**config.mk**
```make
export PLATFORM = sky130hd
export DESIGN_NAME = rbe_regs
export DESIGN_NICKNAME = d
export VERILOG_FILES = /design/src/rtl/rbe_pkg.sv /design/src/rtl/rbe_regs.sv
export SDC_FILE = /design/constraint.sdc
export NUM_CORES = 1
export LEC_CHECK = 0
export CAP_MARGIN = 20
export CORE_MARGIN = 3
export CORE_UTILIZATION = 30
export CTS_CLUSTER_DIAMETER = 50
export DETAILED_ROUTE_END_ITERATION = 8
export DONT_BUFFER_PORTS = 1
export GPL_TIMING_DRIVEN = 0
export HOLD_SLACK_MARGIN = 0.15
export PLACE_DENSITY = 0.45
export SYNTH_ARGS = -nofsm -noshare
export SYNTH_HDL_FRONTEND = slang
export SYNTH_SLANG_ARGS = --single-unit
```
**constraint.sdc**
```tcl
create_clock -name i_clk -period 2.1 [get_ports i_clk]
set_input_delay 0.315 -clock i_clk [delete_from_list [all_inputs] [get_ports i_clk]]
set_output_delay 0.315 -clock i_clk [all_outputs]
set_load 0.01 [all_outputs]
```
**src/rtl/rbe_pkg.sv**
```systemverilog
// shared types, constants and tables of the rigid body euler step block
package rbe_pkg;

    localparam int FRAC_BITS    = 16;
    localparam int DT_BITS      = 16;
    localparam int CORDIC_ITERS = 24;
    localparam int SQRT_STEPS   = 32;
    localparam int DIV_STEPS    = 32;
    localparam int MOT_OPS      = 13;
    localparam int QMUL_TERMS   = 16;
    localparam int CNT_W        = 6;
    localparam int ADDR_W       = 5;

    localparam logic signed [33:0] CORDIC_GAIN     = 34'sd652032874;
    localparam logic signed [33:0] HALF_TURN_SCALE = 34'sd341782638;
    localparam logic signed [33:0] PI_Q30          = 34'sd3373259426;
    localparam logic signed [31:0] Q30_ONE         = 32'sh4000_0000;

    localparam logic signed [31:0] GRAV_ACCEL_RST = -32'sd642253;
    localparam logic [30:0]        INV_MASS_RST   = 31'd65536;

    // sign of each quaternion product term, bit index {component, term}
    localparam logic [15:0] QMUL_NEG = 16'b0100_0010_1000_1110;

    typedef enum logic [2:0] {
        REG_GRAV_EN,
        REG_GRAV_ACCEL,
        REG_INV_MASS,
        REG_STATIC,
        REG_EXT_CTRL
    } t_reg;

    typedef enum logic [3:0] {
        S_IDLE,
        S_START,
        S_MOT,
        S_SQI,
        S_SQRT,
        S_LEN,
        S_CHK,
        S_PHASE,
        S_RESID,
        S_CORDIC,
        S_SPS,
        S_DIV,
        S_QMUL,
        S_QCOM,
        S_DONE
    } t_state;

    typedef enum logic [3:0] {
        OP_GRAV,
        OP_FIM,
        OP_ACC,
        OP_POS,
        OP_SQ,
        OP_LEN_DT,
        OP_PHASE,
        OP_RESID,
        OP_SPS,
        OP_QMUL
    } t_mop;

    typedef struct packed {
        t_mop       op;
        logic [1:0] axis;
    } t_mot;

    typedef struct packed {
        logic              grav_en;
        logic signed [31:0] grav_accel;
        logic [30:0]       inv_mass;
        logic              is_static;
        logic              ext_ctrl;
    } t_cfg;

    typedef struct packed {
        logic       latch;
        logic       load_pos;
        logic       mul_issue;
        logic       mul_wb;
        t_mop       op;
        logic [3:0] idx;
        logic       sqrt_init;
        logic       sqrt_step;
        logic       cordic_step;
        logic [4:0] iter;
        logic       div_step;
        logic       quat_commit;
        logic       capture;
        logic       written;
    } t_cmd;

    typedef struct packed {
        logic op_load;
        logic no_rot;
    } t_stat;

    // motion multiply sequence: gravity, then force, velocity, position per axis, then squares
    function automatic t_mot mot_op(input logic [3:0] idx);
        t_mot m;
        m.op   = OP_SQ;
        m.axis = 2'd0;
        case (idx)
            4'd0:  begin m.op = OP_GRAV; m.axis = 2'd1; end
            4'd1:  begin m.op = OP_FIM;  m.axis = 2'd0; end
            4'd2:  begin m.op = OP_ACC;  m.axis = 2'd0; end
            4'd3:  begin m.op = OP_POS;  m.axis = 2'd0; end
            4'd4:  begin m.op = OP_FIM;  m.axis = 2'd1; end
            4'd5:  begin m.op = OP_ACC;  m.axis = 2'd1; end
            4'd6:  begin m.op = OP_POS;  m.axis = 2'd1; end
            4'd7:  begin m.op = OP_FIM;  m.axis = 2'd2; end
            4'd8:  begin m.op = OP_ACC;  m.axis = 2'd2; end
            4'd9:  begin m.op = OP_POS;  m.axis = 2'd2; end
            4'd10: begin m.op = OP_SQ;   m.axis = 2'd0; end
            4'd11: begin m.op = OP_SQ;   m.axis = 2'd1; end
            4'd12: begin m.op = OP_SQ;   m.axis = 2'd2; end
            default: begin m.op = OP_SQ; m.axis = 2'd0; end
        endcase
        return m;
    endfunction

    function automatic logic signed [33:0] atan_q30(input logic [4:0] i);
        logic signed [33:0] v;
        case (i)
            5'd0:  v = 34'sd843314857;
            5'd1:  v = 34'sd497837829;
            5'd2:  v = 34'sd263043837;
            5'd3:  v = 34'sd133525159;
            5'd4:  v = 34'sd67021687;
            5'd5:  v = 34'sd33543516;
            5'd6:  v = 34'sd16775851;
            5'd7:  v = 34'sd8388437;
            5'd8:  v = 34'sd4194283;
            5'd9:  v = 34'sd2097149;
            5'd10: v = 34'sd1048576;
            5'd11: v = 34'sd524288;
            5'd12: v = 34'sd262144;
            5'd13: v = 34'sd131072;
            5'd14: v = 34'sd65536;
            5'd15: v = 34'sd32768;
            5'd16: v = 34'sd16384;
            5'd17: v = 34'sd8192;
            5'd18: v = 34'sd4096;
            5'd19: v = 34'sd2048;
            5'd20: v = 34'sd1024;
            5'd21: v = 34'sd512;
            5'd22: v = 34'sd256;
            5'd23: v = 34'sd128;
            5'd24: v = 34'sd64;
            5'd25: v = 34'sd32;
            5'd26: v = 34'sd16;
            5'd27: v = 34'sd8;
            5'd28: v = 34'sd4;
            5'd29: v = 34'sd2;
            5'd30: v = 34'sd1;
            default: v = 34'sd0;
        endcase
        return v;
    endfunction

    function automatic logic signed [31:0] sat32(input logic signed [63:0] x);
        logic signed [31:0] r;
        if (x > 64'sd2147483647) begin
            r = 32'sh7FFF_FFFF;
        end else if (x < -64'sd2147483648) begin
            r = 32'sh8000_0000;
        end else begin
            r = x[31:0];
        end
        return r;
    endfunction

endpackage

```
**src/rtl/rbe_regs.sv**
```systemverilog
// configuration register bank behind the apb-style port
module rbe_regs (
    input  logic                         i_clk,
    input  logic                         i_rst_n,
    input  logic                         psel,
    input  logic                         penable,
    input  logic                         pwrite,
    input  logic [rbe_pkg::ADDR_W-1:0]   paddr,
    input  logic [31:0]                  pwdata,
    output logic [31:0]                  prdata,
    output logic                         pready,
    output rbe_pkg::t_cfg                o_cfg
);

    rbe_pkg::t_cfg r_cfg;
    logic          w_wr;

    assign w_wr   = psel && penable && pwrite;
    assign pready = 1'b1;
    assign o_cfg  = r_cfg;

    always_ff @(posedge i_clk) begin
        if (!i_rst_n) begin
            r_cfg.grav_en    <= 1'b1;
            r_cfg.grav_accel <= rbe_pkg::GRAV_ACCEL_RST;
            r_cfg.inv_mass   <= rbe_pkg::INV_MASS_RST;
            r_cfg.is_static  <= 1'b0;
            r_cfg.ext_ctrl   <= 1'b0;
        end else if (w_wr) begin
            unique case (paddr[4:2])
                rbe_pkg::REG_GRAV_EN:    r_cfg.grav_en    <= pwdata[0];
                rbe_pkg::REG_GRAV_ACCEL: r_cfg.grav_accel <= pwdata;
                rbe_pkg::REG_INV_MASS:   r_cfg.inv_mass   <= pwdata[30:0];
                rbe_pkg::REG_STATIC:     r_cfg.is_static  <= pwdata[0];
                rbe_pkg::REG_EXT_CTRL:   r_cfg.ext_ctrl   <= pwdata[0];
                default: ;
            endcase
        end
    end

    always_comb begin
        unique case (paddr[4:2])
            rbe_pkg::REG_GRAV_EN:    prdata = {31'd0, r_cfg.grav_en};
            rbe_pkg::REG_GRAV_ACCEL: prdata = r_cfg.grav_accel;
            rbe_pkg::REG_INV_MASS:   prdata = {1'b0, r_cfg.inv_mass};
            rbe_pkg::REG_STATIC:     prdata = {31'd0, r_cfg.is_static};
            rbe_pkg::REG_EXT_CTRL:   prdata = {31'd0, r_cfg.ext_ctrl};
            default:                 prdata = 32'd0;
        endcase
    end

endmodule

```
==> impl_metrics.py <==
metrics = {
    "outcome": {
        "outcome": "finished clean",
    },
    "worst_setup_path": {
        "cp_slowest_cell": "clkbuf_1",
        "cp_max_fo": 10,
        "max_stage_delay_ns": 0.51,
        "endpoint_kind": "primary output",
        "cp-start-kind": "primary input",
        "crit_arrival_ns": 1.68,
        "criticalPathCategory": "primary input to primary output",
        "path_cells": "buf_2, nor3b_1, clkbuf_1, a22o_1",
        "cp.required_ns": 1.78,
    },
    "routing": {
        "drtPass1Iterations": 4,
        "vias": 2590,
        "drt_iter0_drc": 100,
        "ant_nets": 0,
        "wl_um": 10400,
        "routedWlPerCell_um": 20.6,
        "via_per_inst": 5.11,
        "drc": 0,
    },
    "place": {
        "numPortBuffers": 0,
        "hpwl_um": 7290,
        "gp_congestion": 0.724,
        "placedCellCount": 462,
    },
    "sta": {
        "period_share_pct": 95.1,
        "fmax_ghz": 0.501,
        "rsz0062_at_grt": "false",
        "finalSetupViolations": 0,
        "drv_slew": 0,
        "max_slew.worst_pin.slew_ns": 0.668,
        "skew_ns": 0,
        "final-hold-violation-count": 0,
        "fin_crit_ns": 2.00,
        "setup_tns_ns": 0,
        "slew-limit-headroom_pct": 55.5,
    },
    "clocking": {
        "cts_sinks": 66,
        "tritoncts": "done",
        "htreeDepth": 3,
        "clkLatencyLatePin_ns": 0.34,
        "cts_root_buf": "clkbuf_8",
        "cts_made_buffers": 9,
        "path_clk_slew_ns": 0.07,
        "cts.path.max_buffers": 2,
    },
    "cells_and_area": {
        "nets": 416,
        "largest_register_ffs": 66,
        "area_delta_synth_final_pct": 22.4,
        "final_util_pct": 38.8,
        "mostFrequentLayoutCells": "nand2_1, dfxtp_1, mux2i_1, a22o_1, dlygate4sd3_1",
        "instances_no_fill": 507,
        "final_common_cell": "nand2_1",
        "diodes": 0,
        "drive_gt1_share_pct": 8.20,
    },
    "pwr": {
        "vdd_drop_max_uv": 316,
        "p_per_area_mw_per_mm2": 719,
        "p_leak_nw": 1.37,
    },
    "synthesis": {
        "synthDistinctLibCells": 29,
        "syn_area_mm2": 0.00301,
        "synth-seq-cells": 66,
        "ys_seq_area_share_pct": 43.8,
        "syn_inst": 333,
        "synth.avg_cell_area_um2": 9.05,
        "ys_warn_count": 0,
        "synth_fp_nets": 375,
    },
    "die": {
        "core_area_mm2": 0.00950,
        "die_h_um": 106,
        "num_rows": 35,
        "dieArea_mm2": 0.0113,
        "initial_core_util_pct": 31.7,
        "num_io_pins": 141,
        "die_x_um": 106,
    },
    "global_routing": {
        "grt_max_degree": 11,
        "grt_pass1_vias": 2706,
        "track_usage_pct": 18.2,
        "grt_pass1_wl_um": 15500,
        "grt_antenna_before_repair": 0,
        "gr-total-overflow": 0,
    },
    "min_path": {
        "hold_class": "primary input to flip-flop",
    },
    "run": {
        "drv_cap": 0,
    },
}
==> timing repair <==
action                     CTS  global route
buffers inserted             0             0
hold endpoints to repair    47             0
gates resized for setup      1             5
cloned                       0             0
hold buffers                30             0
setup endpoints to repair    3            21
==> where the power goes <==
group / internal [W] / switching (W)
clock network: 0.000639 / 0.000489
registers: 0.00126 / 0.0000173
logic: 0.0000939 / 0.000152
total: 0.00200 / 0.000658
==> per-stage QoR <==
stage          hold WS (ns)  worst slack (ns)  area, um^2  total power, W
6_report              0.165             0.104        3690         0.00265
5_1_grt               0.154            0.0202        3690         0.00275
4_1_cts               0.152            0.0276        3680         0.00268
3_5_place_dp          0.467           -0.0187        3180         0.00151
3_3_place_gp          0.459           0.00610        3180         0.00151
2_1_floorplan         0.457             0.489        3010         0.00145
==> cell usage after synthesis <==
master     n  area share (%)
a22o_1    30             8.7
and2_1     1            0.21
buf_1      3            0.37
buf_2      7             1.2
buf_4      1            0.25
buf_6      3             1.1
clkbuf_1  19             2.4
conb_1     1            0.12
dfxtp_1   66              44
inv_1     22             2.7
mux2i_1   44              15
nand2_1   72             9.0
nand2b_1   1            0.21
nand3_1    1            0.17
nand3b_1   2            0.50
nand4b_4   1            0.79
nor2_1     1            0.12
nor2_4     1            0.37
nor2b_1    2            0.42
nor3b_1    1            0.25
nor3b_4    1            0.62
nor4b_1    1            0.29
o211ai_1   1            0.25
o21a_1     1            0.25
o21ai_0   25             4.2
o311ai_0   4             1.2
o311ai_1  19             5.5
o31ai_1    1            0.25
or3_1      1            0.21
==> layer usage <==
metal	part of all wire (%)	vias to the layer above	wire length [um]	track usage [%]
met5	0	-	0	0
met4	0.61	0	64	4.72
met3	8.6	5	892	6.62
met2	48	112	5000	30.3
met1	43	1221	4470	22.2
li1	-	1252	-	-
==> final cells by class <==
type                            instances  area, um^2
Fill cell                             999        5810
Tap cell                              129         161
Inverter                               22        82.6
Multi-Input combinational cell        212        1450
Clock inverter                          2        35.0
Buffer                                 33         166
Timing Repair Buffer                   30         300
Clock buffer                           13         169
Sequential cell                        66        1320
==> cells by family (layout without fill, tap and decap cells) <==
kind of cell	after synthesis	count (layout)	synth area share, %
other	1	1	0.124
multiplexers	44	44	14.6
buffers and inverters	55	100	8.01
AND/OR/NAND/NOR	86	86	13.1
AO/OA/AOI/OAI	81	81	20.3
flip-flops	66	66	43.8
==> critical path: cells and delay by family <==
family          cells  cell delay (ns)
simple gates        1             0.35
buf+inv             2             0.68
compound gates      1             0.32
==> worst paths after layout <==
kind / startpoint / to / slack (ns) / cells past startpoint
hold reg to reg: o_cfg[27] / o_cfg[27] / 0.52 / 2
hold / removal: pwdata[26] / o_cfg[59] / 0.16 / 2
setup / recovery: paddr[3] / prdata[9] / 0.10 / 4
setup reg to reg: o_cfg[60] / o_cfg[60] / 1.34 / 2
Note: power is estimated with default switching activity, not from simulation.
