## src/rtl/rbe_pkg.sv

```systemverilog
// shared types, constants and tables of the rigid body euler step block
package rbe_pkg;

    localparam int FRAC_BITS    = 16;
    localparam int DT_BITS      = 16;
    localparam int CORDIC_ITERS = 24;
    localparam int SQRT_STEPS   = 32;
    localparam int DIV_STEPS    = 32;
    localparam int MOT_OPS      = 13;
    localparam int QMUL_TERMS   = 16;
    localparam int CNT_W        = 6;
    localparam int ADDR_W       = 5;

    localparam logic signed [33:0] CORDIC_GAIN     = 34'sd652032874;
    localparam logic signed [33:0] HALF_TURN_SCALE = 34'sd341782638;
    localparam logic signed [33:0] PI_Q30          = 34'sd3373259426;
    localparam logic signed [31:0] Q30_ONE         = 32'sh4000_0000;

    localparam logic signed [31:0] GRAV_ACCEL_RST = -32'sd642253;
    localparam logic [30:0]        INV_MASS_RST   = 31'd65536;

    // sign of each quaternion product term, bit index {component, term}
    localparam logic [15:0] QMUL_NEG = 16'b0100_0010_1000_1110;

    typedef enum logic [2:0] {
        REG_GRAV_EN,
        REG_GRAV_ACCEL,
        REG_INV_MASS,
        REG_STATIC,
        REG_EXT_CTRL
    } t_reg;

    typedef enum logic [3:0] {
        S_IDLE,
        S_START,
        S_MOT,
        S_SQI,
        S_SQRT,
        S_LEN,
        S_CHK,
        S_PHASE,
        S_RESID,
        S_CORDIC,
        S_SPS,
        S_DIV,
        S_QMUL,
        S_QCOM,
        S_DONE
    } t_state;

    typedef enum logic [3:0] {
        OP_GRAV,
        OP_FIM,
        OP_ACC,
        OP_POS,
        OP_SQ,
        OP_LEN_DT,
        OP_PHASE,
        OP_RESID,
        OP_SPS,
        OP_QMUL
    } t_mop;

    typedef struct packed {
        t_mop       op;
        logic [1:0] axis;
    } t_mot;

    typedef struct packed {
        logic              grav_en;
        logic signed [31:0] grav_accel;
        logic [30:0]       inv_mass;
        logic              is_static;
        logic              ext_ctrl;
    } t_cfg;

    typedef struct packed {
        logic       latch;
        logic       load_pos;
        logic       mul_issue;
        logic       mul_wb;
        t_mop       op;
        logic [3:0] idx;
        logic       sqrt_init;
        logic       sqrt_step;
        logic       cordic_step;
        logic [4:0] iter;
        logic       div_step;
        logic       quat_commit;
        logic       capture;
        logic       written;
    } t_cmd;

    typedef struct packed {
        logic op_load;
        logic no_rot;
    } t_stat;

    // motion multiply sequence: gravity, then force, velocity, position per axis, then squares
    function automatic t_mot mot_op(input logic [3:0] idx);
        t_mot m;
        m.op   = OP_SQ;
        m.axis = 2'd0;
        case (idx)
            4'd0:  begin m.op = OP_GRAV; m.axis = 2'd1; end
            4'd1:  begin m.op = OP_FIM;  m.axis = 2'd0; end
            4'd2:  begin m.op = OP_ACC;  m.axis = 2'd0; end
            4'd3:  begin m.op = OP_POS;  m.axis = 2'd0; end
            4'd4:  begin m.op = OP_FIM;  m.axis = 2'd1; end
            4'd5:  begin m.op = OP_ACC;  m.axis = 2'd1; end
            4'd6:  begin m.op = OP_POS;  m.axis = 2'd1; end
            4'd7:  begin m.op = OP_FIM;  m.axis = 2'd2; end
            4'd8:  begin m.op = OP_ACC;  m.axis = 2'd2; end
            4'd9:  begin m.op = OP_POS;  m.axis = 2'd2; end
            4'd10: begin m.op = OP_SQ;   m.axis = 2'd0; end
            4'd11: begin m.op = OP_SQ;   m.axis = 2'd1; end
            4'd12: begin m.op = OP_SQ;   m.axis = 2'd2; end
            default: begin m.op = OP_SQ; m.axis = 2'd0; end
        endcase
        return m;
    endfunction

    function automatic logic signed [33:0] atan_q30(input logic [4:0] i);
        logic signed [33:0] v;
        case (i)
            5'd0:  v = 34'sd843314857;
            5'd1:  v = 34'sd497837829;
            5'd2:  v = 34'sd263043837;
            5'd3:  v = 34'sd133525159;
            5'd4:  v = 34'sd67021687;
            5'd5:  v = 34'sd33543516;
            5'd6:  v = 34'sd16775851;
            5'd7:  v = 34'sd8388437;
            5'd8:  v = 34'sd4194283;
            5'd9:  v = 34'sd2097149;
            5'd10: v = 34'sd1048576;
            5'd11: v = 34'sd524288;
            5'd12: v = 34'sd262144;
            5'd13: v = 34'sd131072;
            5'd14: v = 34'sd65536;
            5'd15: v = 34'sd32768;
            5'd16: v = 34'sd16384;
            5'd17: v = 34'sd8192;
            5'd18: v = 34'sd4096;
            5'd19: v = 34'sd2048;
            5'd20: v = 34'sd1024;
            5'd21: v = 34'sd512;
            5'd22: v = 34'sd256;
            5'd23: v = 34'sd128;
            5'd24: v = 34'sd64;
            5'd25: v = 34'sd32;
            5'd26: v = 34'sd16;
            5'd27: v = 34'sd8;
            5'd28: v = 34'sd4;
            5'd29: v = 34'sd2;
            5'd30: v = 34'sd1;
            default: v = 34'sd0;
        endcase
        return v;
    endfunction

    function automatic logic signed [31:0] sat32(input logic signed [63:0] x);
        logic signed [31:0] r;
        if (x > 64'sd2147483647) begin
            r = 32'sh7FFF_FFFF;
        end else if (x < -64'sd2147483648) begin
            r = 32'sh8000_0000;
        end else begin
            r = x[31:0];
        end
        return r;
    endfunction

endpackage

```

## src/rtl/rbe_ctrl.sv

```systemverilog
// sequencer that steps the datapath through one transaction
module rbe_ctrl (
    input  logic           i_clk,
    input  logic           i_rst_n,
    input  logic           i_in_valid,
    output logic           o_in_stall,
    output logic           o_out_valid,
    input  logic           i_out_stall,
    input  rbe_pkg::t_cfg  i_cfg,
    input  rbe_pkg::t_stat i_stat,
    output rbe_pkg::t_cmd  o_cmd
);

    rbe_pkg::t_state             r_state, n_state;
    logic                        r_ph, n_ph;
    logic [rbe_pkg::CNT_W-1:0]   r_cnt, n_cnt;
    logic [3:0]                  r_idx, n_idx;
    logic                        r_wr, n_wr;
    logic                        r_out_valid, n_out_valid;
    logic                        w_in_accept;
    logic                        w_out_free;
    rbe_pkg::t_mot               w_mot;

    assign w_in_accept = i_in_valid && (r_state == rbe_pkg::S_IDLE);
    assign w_out_free  = !r_out_valid || !i_out_stall;
    assign o_in_stall  = (r_state != rbe_pkg::S_IDLE);
    assign o_out_valid = r_out_valid;
    assign w_mot       = rbe_pkg::mot_op(r_idx);

    always_ff @(posedge i_clk) begin
        if (!i_rst_n) begin
            r_state     <= rbe_pkg::S_IDLE;
            r_ph        <= 1'b0;
            r_cnt       <= '0;
            r_idx       <= '0;
            r_wr        <= 1'b0;
            r_out_valid <= 1'b0;
        end else begin
            r_state     <= n_state;
            r_ph        <= n_ph;
            r_cnt       <= n_cnt;
            r_idx       <= n_idx;
            r_wr        <= n_wr;
            r_out_valid <= n_out_valid;
        end
    end

    // next state
    always_comb begin
        n_state = r_state;
        n_ph    = r_ph;
        n_cnt   = r_cnt;
        n_idx   = r_idx;
        n_wr    = r_wr;
        unique case (r_state)
            rbe_pkg::S_IDLE: begin
                if (w_in_accept) n_state = rbe_pkg::S_START;
            end
            rbe_pkg::S_START: begin
                n_ph  = 1'b0;
                n_idx = '0;
                n_wr  = 1'b0;
                if (i_stat.op_load || i_cfg.is_static) begin
                    n_state = rbe_pkg::S_DONE;
                end else begin
                    n_state = rbe_pkg::S_MOT;
                    n_wr    = !i_cfg.ext_ctrl;
                end
            end
            rbe_pkg::S_MOT: begin
                n_ph = !r_ph;
                if (r_ph) begin
                    if (r_idx == 4'(rbe_pkg::MOT_OPS - 1)) n_state = rbe_pkg::S_SQI;
                    else n_idx = r_idx + 4'd1;
                end
            end
            rbe_pkg::S_SQI: begin
                n_cnt   = '0;
                n_state = rbe_pkg::S_SQRT;
            end
            rbe_pkg::S_SQRT: begin
                n_cnt = r_cnt + 1'b1;
                if (r_cnt == rbe_pkg::CNT_W'(rbe_pkg::SQRT_STEPS - 1)) n_state = rbe_pkg::S_LEN;
            end
            rbe_pkg::S_LEN: begin
                n_ph = !r_ph;
                if (r_ph) n_state = rbe_pkg::S_CHK;
            end
            rbe_pkg::S_CHK: begin
                n_state = i_stat.no_rot ? rbe_pkg::S_DONE : rbe_pkg::S_PHASE;
            end
            rbe_pkg::S_PHASE: begin
                n_ph = !r_ph;
                if (r_ph) n_state = rbe_pkg::S_RESID;
            end
            rbe_pkg::S_RESID: begin
                n_ph  = !r_ph;
                n_cnt = '0;
                if (r_ph) n_state = rbe_pkg::S_CORDIC;
            end
            rbe_pkg::S_CORDIC: begin
                n_cnt = r_cnt + 1'b1;
                n_idx = '0;
                if (r_cnt == rbe_pkg::CNT_W'(rbe_pkg::CORDIC_ITERS - 1)) n_state = rbe_pkg::S_SPS;
            end
            rbe_pkg::S_SPS: begin
                n_ph  = !r_ph;
                n_cnt = '0;
                if (r_ph) begin
                    if (r_idx == 4'd2) n_state = rbe_pkg::S_DIV;
                    else n_idx = r_idx + 4'd1;
                end
            end
            rbe_pkg::S_DIV: begin
                n_cnt = r_cnt + 1'b1;
                n_idx = '0;
                if (r_cnt == rbe_pkg::CNT_W'(rbe_pkg::DIV_STEPS - 1)) n_state = rbe_pkg::S_QMUL;
            end
            rbe_pkg::S_QMUL: begin
                n_ph = !r_ph;
                if (r_ph) begin
                    if (r_idx == 4'(rbe_pkg::QMUL_TERMS - 1)) n_state = rbe_pkg::S_QCOM;
                    else n_idx = r_idx + 4'd1;
                end
            end
            rbe_pkg::S_QCOM: begin
                n_state = rbe_pkg::S_DONE;
            end
            rbe_pkg::S_DONE: begin
                if (w_out_free) n_state = rbe_pkg::S_IDLE;
            end
            default: n_state = rbe_pkg::S_IDLE;
        endcase

        if ((r_state == rbe_pkg::S_DONE) && w_out_free) n_out_valid = 1'b1;
        else if (r_out_valid && !i_out_stall) n_out_valid = 1'b0;
        else n_out_valid = r_out_valid;
    end

    // datapath commands
    always_comb begin
        o_cmd     = '0;
        o_cmd.op  = rbe_pkg::OP_GRAV;
        unique case (r_state)
            rbe_pkg::S_IDLE:  o_cmd.latch = w_in_accept;
            rbe_pkg::S_START: o_cmd.load_pos = i_stat.op_load;
            rbe_pkg::S_MOT: begin
                o_cmd.op        = w_mot.op;
                o_cmd.idx       = {2'b00, w_mot.axis};
                o_cmd.mul_issue = !r_ph;
                o_cmd.mul_wb    = r_ph;
            end
            rbe_pkg::S_SQI:  o_cmd.sqrt_init = 1'b1;
            rbe_pkg::S_SQRT: o_cmd.sqrt_step = 1'b1;
            rbe_pkg::S_LEN: begin
                o_cmd.op        = rbe_pkg::OP_LEN_DT;
                o_cmd.mul_issue = !r_ph;
                o_cmd.mul_wb    = r_ph;
            end
            rbe_pkg::S_CHK: ;
            rbe_pkg::S_PHASE: begin
                o_cmd.op        = rbe_pkg::OP_PHASE;
                o_cmd.mul_issue = !r_ph;
                o_cmd.mul_wb    = r_ph;
            end
            rbe_pkg::S_RESID: begin
                o_cmd.op        = rbe_pkg::OP_RESID;
                o_cmd.mul_issue = !r_ph;
                o_cmd.mul_wb    = r_ph;
            end
            rbe_pkg::S_CORDIC: begin
                o_cmd.cordic_step = 1'b1;
                o_cmd.iter        = r_cnt[4:0];
            end
            rbe_pkg::S_SPS: begin
                o_cmd.op        = rbe_pkg::OP_SPS;
                o_cmd.idx       = r_idx;
                o_cmd.mul_issue = !r_ph;
                o_cmd.mul_wb    = r_ph;
            end
            rbe_pkg::S_DIV: o_cmd.div_step = 1'b1;
            rbe_pkg::S_QMUL: begin
                o_cmd.op        = rbe_pkg::OP_QMUL;
                o_cmd.idx       = r_idx;
                o_cmd.mul_issue = !r_ph;
                o_cmd.mul_wb    = r_ph;
            end
            rbe_pkg::S_QCOM: o_cmd.quat_commit = 1'b1;
            rbe_pkg::S_DONE: begin
                o_cmd.capture = w_out_free;
                o_cmd.written = r_wr;
            end
            default: ;
        endcase
    end

endmodule

```

## config.mk

```make
export PLATFORM = sky130hd
export DESIGN_NAME = rbe_ctrl
export DESIGN_NICKNAME = d
export VERILOG_FILES = /design/src/rtl/rbe_pkg.sv /design/src/rtl/rbe_ctrl.sv
export SDC_FILE = /design/constraint.sdc
export NUM_CORES = 1
export LEC_CHECK = 0
export BUFFER_PORTS_ARGS = -buffer_cell sky130_fd_sc_hd__buf_2
export CELL_PAD_IN_SITES_DETAIL_PLACEMENT = 2
export CELL_PAD_IN_SITES_GLOBAL_PLACEMENT = 2
export CORE_MARGIN = 2
export CORE_UTILIZATION = 24
export CTS_CLUSTER_SIZE = 30
export DETAILED_ROUTE_END_ITERATION = 12
export PLACE_DENSITY = 0.9
export SLEW_MARGIN = 0
export SYNTH_ARGS = -nofsm -noshare
export SYNTH_HDL_FRONTEND = slang
export SYNTH_SLANG_ARGS = --single-unit
```

## constraint.sdc

```tcl
create_clock -name i_clk -period 4.3 [get_ports i_clk]
set_input_delay 0.86 -clock i_clk [delete_from_list [all_inputs] [get_ports i_clk]]
set_output_delay 0.86 -clock i_clk [all_outputs]
set_load 0.03 [all_outputs]
```

==> reports/metrics.yaml, run 1 <==
setup_path:
  worstPathCellList: "nor2b_4 > nor2_1 > o22a_1 > nor2_1 > buf_2"
  timing.critical_path.from_type: "register"
  critPathArrivalTime_ps: 2390
  critical_path_class: "reg2out"
  cp_slowest_cell: "dfxtp_1"
  cp_slowest_stage_delay_ps: 960
  crit_path_frequent_cell: "nor2_1"
  required_ps: 3440
  setup.worst_path.end_class: "output pin"
  critPathMaxFanout: 29
  setup.reg_to_reg.worst_slack_ps: 1120
synthesis:
  synth.area.mux_share_pct: 0.675
  synth.net_count: 292
  post_synth_and_or_nand_nor_area_fraction_pct: 32.5
  yosys_warning_total: 0
  ys_seq_area_share_pct: 26.4
  top_ff_cell_synth: "dfxtp_1"
  ys_async_sr_fraction_pct: 0
  syn_avg_cell_area_sq_um: 7.76
  number_of_unique_standard_cell_types_used_by_synthesis: 64
  synth_edf_count: 0
  synth_compound_area_share_pct: 28.3
  synth_cells: 215
  synth_top_family_by_area: "simple AND/OR/NAND/NOR gates"
  post_synth_xor_area_fraction_pct: 3.08
  synth_area_sq_mm: 0.00167
  synth-seq-cells: 22
  yosys.area_share.adder_pct: 3.75
detailed_routing:
  routedWlPerCell_um: 18.0
  total_via_count_in_the_routed_design: 1707
  drt_pass1_iterations: 4
  drt_iter0_markers: 81
  drtAntennaViolNets: 0
  totalWireLength_um: 5750
  via_per_inst: 5.33
  post-route-drc-count: 0
cells_and_area:
  design_area_sq_mm: 0.00192
  antennaDiodeCount: 0
  fin_nets: 318
  fillers: 796
  fraction_of_final_layout_cells_sized_beyond_drive_strength_1_pct: 23.3
  area_growth_pct: 15.2
  utilization_pct: 28.4
pwr:
  power_per_cell_area_mw_per_mm2: 569
  power.ir.vdd_worst_uv: 124
  leakage_uw: 0.000826
floorplan:
  floorplan.rows: 30
  die_h_um: 87.4
  core-area_sq_mm: 0.00676
  initial_core_util_pct: 24.7
  area_of_the_die_sq_mm: 0.00763
  floorplan.die.width_um: 87.4
  io_pins: 98
status:
  status: "complete, no violations"
timing:
  period_needed_ps: 3250
  timing.slew.headroom_pct: 35.9
  worst_pin_slew_ps: 960
  timing.setup.tns_ps: 0
  post_route_skew_ps: 8.99
  hold_viol: 0
  setup_viol: 0
  max_freq_ghz: 0.308
  unrepaired_setup_endpoints_after_global_routing: "no"
  period_share_pct: 75.5
  slew_violations: 0
clocking:
  tritoncts: "yes"
  postCtsHoldBufs: 0
  max-clock-path-buffers: 2
  clock_sink_count: 22
  h-tree-depth: 1
  insertion_delay_ps: 280
  clock-root-buffer: "clkbuf_8"
  cts_buffers: 3
  ctsResizeCount: 0
  post-cts-setup-buffer-count: 0
  clk_pin_slew_worst_paths_ps: 100
placement:
  dp.final_hpwl_um: 4120
  place_congestion: 0.806
  dpl-instance-area_sq_mm: 0.00187
  buffer_ports.inserted: 33
global_route:
  grt_pass1_vias: 1731
  global_route_wire_length_before_repair_um: 9270
  grt_use_total_pct: 15.6
  antenna_found_initial: 0
  global_route.overflow_total: 0
  grt_start_max_net_pins: 30
min_path:
  timing.hold.worst.class: "reg2reg"
flow_run:
  cap_violations: 0
[logic make-up after synthesis]
group           after synthesis
simple gates                 97
compound gates               67
flops                        22
buf+inv                      18
xor+xnor                      5
fa+ha+maj                     5
mux                           1
[per-stage QoR]
stage | hold WS [ps] | instances | setup slack [ps] | total power [uW]
after floorplan | 416 | 215 | 1100 | 751
after global placement | 438 | 316 | 1440 | 882
after detailed placement | 443 | 316 | 1200 | 914
after CTS | 459 | 320 | 1050 | 1100
after global routing | 511 | 320 | 946 | 1170
final | 454 | 320 | 1050 | 1090
[registers in the layout, summed over array words and instances (netlist names)]
| name | flops |
|---|---|
| r_cnt | 6 |
| w_mot | 5 |
| r_idx | 4 |
| r_state | 4 |
| o_out_valid | 1 |
| r_ph | 1 |
| r_wr | 1 |
[final cells by class]
class | instances | area, sq um | area share (%)
Multi-Input combinational cell | 175 | 1140 | 59.2
Sequential cell | 22 | 440 | 22.9
Tap cell | 80 | 100 | 5.21
Timing Repair Buffer | 33 | 165 | 8.59
Inverter | 6 | 22.5 | 1.17
Clock buffer | 4 | 55.1 | 2.86
[per-layer routing]
| layer | vias to the layer above | wire length, um | share of wire (%) | GRT usage [%] |
|---|---|---|---|---|
| met5 | - | 0 | 0 | 0 |
| met4 | 0 | 97 | 1.7 | 5.31 |
| met3 | 7 | 80 | 1.4 | 1.61 |
| met2 | 20 | 2920 | 51 | 27.1 |
| met1 | 855 | 2650 | 46 | 20.0 |
| li1 | 825 | - | - | - |
[critical path, delay by kind of cell, from the launching register on]
kind,cells,cell delay [ps]
and+or+nand+nor,3,650
buffers and inverters,1,220
DFF,1,960
AOI/OAI and AO/OA,1,250
[cells in the mapped netlist (4+ instances only)]
| library cell | count | area [sq um] |
|---|---|---|
| and3_1 | 8 | 50.1 |
| nor2_1 | 30 | 113 |
| dfxtp_1 | 22 | 440 |
| a21oi_1 | 13 | 65.1 |
| inv_1 | 6 | 22.5 |
| ha_1 | 5 | 62.6 |
| clkbuf_1 | 5 | 18.8 |
| o21ai_0 | 15 | 75.1 |
| nand2b_1 | 7 | 43.8 |
| nand3_1 | 4 | 20.0 |
| nor2b_1 | 4 | 25.0 |
| nand2_1 | 15 | 56.3 |
| a21boi_0 | 6 | 45.0 |
[worst paths after layout]
check	start	to	cells after the start
max	r_state[3]$_SDFFE_PN0P_	o_cmd[21]	5
min	r_cnt[5]$_SDFFE_PN0P_	r_cnt[5]$_SDFFE_PN0P_	1
max reg2reg	r_state[0]$_SDFFE_PN0P_	w_mot[0]$_DFF_P_	7
min reg2reg	r_cnt[5]$_SDFFE_PN0P_	r_cnt[5]$_SDFFE_PN0P_	1
[power breakdown]
group	internal [uW]	leakage [uW]	switching, uW	total [uW]
clock	82.0	0.0000288	79.5	162
sequential	239	0.000178	110	349
combinational	197	0.000619	385	582
total	518	0.000826	575	1090
[cells in the final DEF (no fill, tap or decap), types with 5 or more instances in the layout]
cell / count
buf_2: 33
nor2_1: 30
dfxtp_1: 22
nand2_1: 15
o21ai_0: 15
a21oi_1: 13
and3_1: 8
nand2b_1: 7
inv_1: 6
a21boi_0: 6
ha_1: 5
No activity file was read; power rests on OpenSTA's default activity.
==> run 2: changes to the inputs <==
--- a/config.mk
+++ b/config.mk
@@ -5,14 +5,15 @@
 export SDC_FILE = /design/constraint.sdc
 export NUM_CORES = 1
 export LEC_CHECK = 0
+export ABC_AREA = 1
 export BUFFER_PORTS_ARGS = -buffer_cell sky130_fd_sc_hd__buf_2
 export CELL_PAD_IN_SITES_DETAIL_PLACEMENT = 2
 export CELL_PAD_IN_SITES_GLOBAL_PLACEMENT = 2
 export CORE_MARGIN = 2
-export CORE_UTILIZATION = 24
+export CORE_UTILIZATION = 20
 export CTS_CLUSTER_SIZE = 30
 export DETAILED_ROUTE_END_ITERATION = 12
-export PLACE_DENSITY = 0.9
+export PLACE_DENSITY = 0.83
 export SLEW_MARGIN = 0
 export SYNTH_ARGS = -nofsm -noshare
 export SYNTH_HDL_FRONTEND = slang
==> constraint.sdc (replaced) <==
create_clock -name i_clk -period 3.3 [get_ports i_clk]
set_input_delay 0.66 -clock i_clk [delete_from_list [all_inputs] [get_ports i_clk]]
set_output_delay 0.66 -clock i_clk [all_outputs]
set_load 0.03 [all_outputs]
==> run 2 against run 1 <==
Compared with the run above:
- synthesized cell count up 24%
- utilization down 3.9 points
- worst hold slack better by 16 ps
- non-clock buffer count unchanged
- largest cell class unchanged
- global-route usage down 1.9 points
- register-to-register slack worse by 210 ps
==> reports/metrics.yaml, run 2 <==
status:
  status: "complete, no violations"  # unchanged
clocking:
  post-cts-setup-buffer-count: 0  # unchanged
  clock-root-buffer: "clkbuf_8"  # unchanged
  clock_sink_count: 22  # unchanged
  cts_buffers: 3  # unchanged
  clk_pin_slew_worst_paths_ps: 90  # was 100 ps
  h-tree-depth: 1  # unchanged
  ctsResizeCount: 0  # unchanged
  postCtsHoldBufs: 0  # unchanged
  tritoncts: "yes"  # unchanged
  insertion_delay_ps: 280  # about the same
  max-clock-path-buffers: 2  # unchanged
detailed_routing:
  post-route-drc-count: 0  # unchanged
  drt_iter0_markers: 37  # was 81
  total_via_count_in_the_routed_design: 1823  # was 1707
  drtAntennaViolNets: 0  # unchanged
  routedWlPerCell_um: 14.0  # was 18.0 um
  via_per_inst: 4.48  # was 5.33
  totalWireLength_um: 5690  # was 5750 um
  drt_pass1_iterations: 4  # unchanged
synthesis:
  synth_edf_count: 0  # unchanged
  top_ff_cell_synth: "dfxtp_1"  # unchanged
  synth_cells: 267  # was 215
  number_of_unique_standard_cell_types_used_by_synthesis: 30  # was 64
  syn_avg_cell_area_sq_um: 6.17  # was 7.76 sq um
  yosys.area.top_type_share_pct: 26.7  # was 26.4%
  yosysMostFrequentCell: "nand2_1"  # was nor2_1
  synth.top_cells.by_count: "nand2_1 (58), inv_1 (42), nor2_1 (37), nand3_1 (26), dfxtp_1 (22)"  # was nor2_1 (30), dfxtp_1 (22), nand2_1 (15), o21ai_0 (15), a21oi_1 (13)
  ys_async_sr_fraction_pct: 0  # unchanged
  yosysTopAreaCell: "dfxtp_1"  # unchanged
  synth_area_sq_mm: 0.00165  # was 0.00167 sq mm
  synth-seq-cells: 22  # unchanged
  synthTopCellsByArea: "dfxtp_1 (27%), nand2_1 (13%), inv_1 (9.6%)"  # was dfxtp_1 (26%), nor2_1 (6.8%), o21ai_0 (4.5%)
  ys_seq_area_share_pct: 26.7  # was 26.4%
  synth.net_count: 344  # was 292
  yosys_warning_total: 0  # unchanged
setup_path:
  cp_slowest_stage_delay_ps: 520  # was 960 ps
  critPathArrivalTime_ps: 1960  # was 2390 ps
  critPathMaxFanout: 7  # was 29
  required_ps: 2640  # was 3440 ps
  critical_path_class: "reg2out"  # unchanged
  worstPathCellList: "inv_2 > nand2_1 > nor2_1 > inv_1 > o21ai_1 > nor2_1 > nand3_1 > nand2_1 > inv_1 > buf_2"  # was nor2b_4 > nor2_1 > o22a_1 > nor2_1 > buf_2
  cpLargestDelayFamily: "simple AND/OR/NAND/NOR gates"  # was flip-flops
  timing.critical_path.from_type: "register"  # unchanged
  crit_buf_inv: 4  # was 1
  cp_slowest_cell: "dfxtp_1"  # unchanged
  setup.worst_path.end_class: "output pin"  # unchanged
  setup.worst_path.start: "r_state[3]$_SDFFE_PN0P_"  # unchanged
  reg2reg_from: "r_idx[0]$_SDFFE_PN0N_"  # was r_state[0]$_SDFFE_PN0P_
global_route:
  grt_start_max_net_pins: 13  # was 30
  grt_use_total_pct: 13.7  # was 15.6%
  global_route.overflow_total: 0  # unchanged
  global_route_wire_length_before_repair_um: 9560  # was 9270 um
  grt_pass1_vias: 1950  # was 1731
  antenna_found_initial: 0  # unchanged
floorplan:
  floorplan.rows: 33  # was 30
  initial_core_util_pct: 20.4  # was 24.7%
  area_of_the_die_sq_mm: 0.00898  # was 0.00763 sq mm
  die_h_um: 94.8  # was 87.4 um
  floorplan.die.width_um: 94.8  # was 87.4 um
  core-area_sq_mm: 0.00809  # was 0.00676 sq mm
  io_pins: 98  # unchanged
timing:
  period_needed_ps: 2620
  max_freq_ghz: 0.382
  slew_violations: 0  # unchanged
  timing.slew.headroom_pct: 71.3  # was 35.9%
  timing.setup.tns_ps: 0  # unchanged
  period_share_pct: 79.4
  unrepaired_setup_endpoints_after_global_routing: "no"  # unchanged
  post_route_skew_ps: 1.21  # was 8.99 ps
  setup_viol: 0  # unchanged
  worst_pin_slew_ps: 428  # was 960 ps
  hold_viol: 0  # unchanged
placement:
  dp.final_hpwl_um: 4630  # was 4120 um
  place_congestion: 0.781  # was 0.806
  dpl-instance-area_sq_mm: 0.00193  # was 0.00187 sq mm
  buffer_ports.inserted: 33  # unchanged
cells_and_area:
  fraction_of_final_layout_cells_sized_beyond_drive_strength_1_pct: 23.5  # was 23.3%
  layout_common_cells: "nand2_1 (58), inv_1 (42), nor2_1 (37), buf_2 (33), nand3_1 (26)"  # was buf_2 (33), nor2_1 (30), dfxtp_1 (22), nand2_1 (15), o21ai_0 (15)
  fin_nets: 380  # was 318
  antennaDiodeCount: 0  # unchanged
  max_reg_flops: 6  # unchanged
  largest_register: "r_cnt"  # unchanged
  design_area_sq_mm: 0.00199  # was 0.00192 sq mm
  area_growth_pct: 20.6  # was 15.2%
  layout_commonest_cell: "nand2_1"  # was buf_2
pwr:
  leakage_uw: 0.00102  # was 0.000826 uW
  power.ir.vdd_worst_uv: 217  # was 124 uV
  power_per_cell_area_mw_per_mm2: 869  # was 569 mW/mm^2
min_path:
  worst_hold_startpoint: "r_wr$_SDFFE_PN0P_"  # was r_cnt[5]$_SDFFE_PN0P_
  timing.hold.worst.class: "reg2reg"  # unchanged
flow_run:
  cap_violations: 0  # unchanged
## run 2: worst paths after layout
kind	end	slack [ps]	depth (start not counted)
setup / recovery	o_cmd[21]	680	10
hold / removal	r_wr$_SDFFE_PN0P_	470	2
setup reg to reg	w_mot[3]$_DFF_P_	910	14
hold reg to reg	r_wr$_SDFFE_PN0P_	470	2
## run 2: cell families (layout without fill, tap and decap cells)
group | Yosys count | after routing | share of synthesized area (%)
and+or+nand+nor | 151 | 151 | 43.7
buffers and inverters | 51 | 86 | 11.9
AOI/OAI and AO/OA | 36 | 36 | 12.8
DFF | 22 | 22 | 26.7
adders and majority gates | 5 | 5 | 3.80
xor gates and xnor gates | 2 | 2 | 1.06
## run 2: stage by stage
step	utilization [%]	instances	total power (uW)	hold WS, ps	setup WS, ps
after floorplan	-	267	1220	430	898
after global placement	23.9	403	1480	440	775
after detailed placement	23.9	403	1540	456	767
after CTS	24.6	407	1760	471	675
after global routing	24.6	407	1910	507	572
final	24.6	407	1730	470	680
## run 2: routing by layer
layer / up-vias / global-route usage [%] / wire length, um
li1: 920 / - / -
met1: 874 / 16.3 / 2510
met2: 23 / 25.4 / 2940
met3: 6 / 2.00 / 176
met4: 0 / 3.62 / 67
met5: - / 0 / 0
## run 2: layout make-up
cell class,count,area (sq um)
repair buffers,33,165
well taps,105,131
clock buffers,4,55.1
flip-flops and latches,22,440
fillers,1036,6110
multi-input cells,194,1010
inverters,49,184
## run 2: power breakdown
part           total, uW  internal [uW]  leakage, uW  switching [uW]
Sequential           427            345     0.000180            82.7
Combinational       1090            319     0.000813             769
Clock                210            107    0.0000288             103
## run 2: worst reg2reg max path, cell delays in order (launching register included)
cell and delay [ps]:
dfxtp_1 410, inv_1 140, ha_1 220, nand2_1 100, nor2_1 60, nand2_1 110
nand3_2 70, nor2_2 210, nand3_1 170, nand3_2 160, inv_1 60, ha_1 280
nand3b_1 150, nand3_1 90, o21ai_1 70
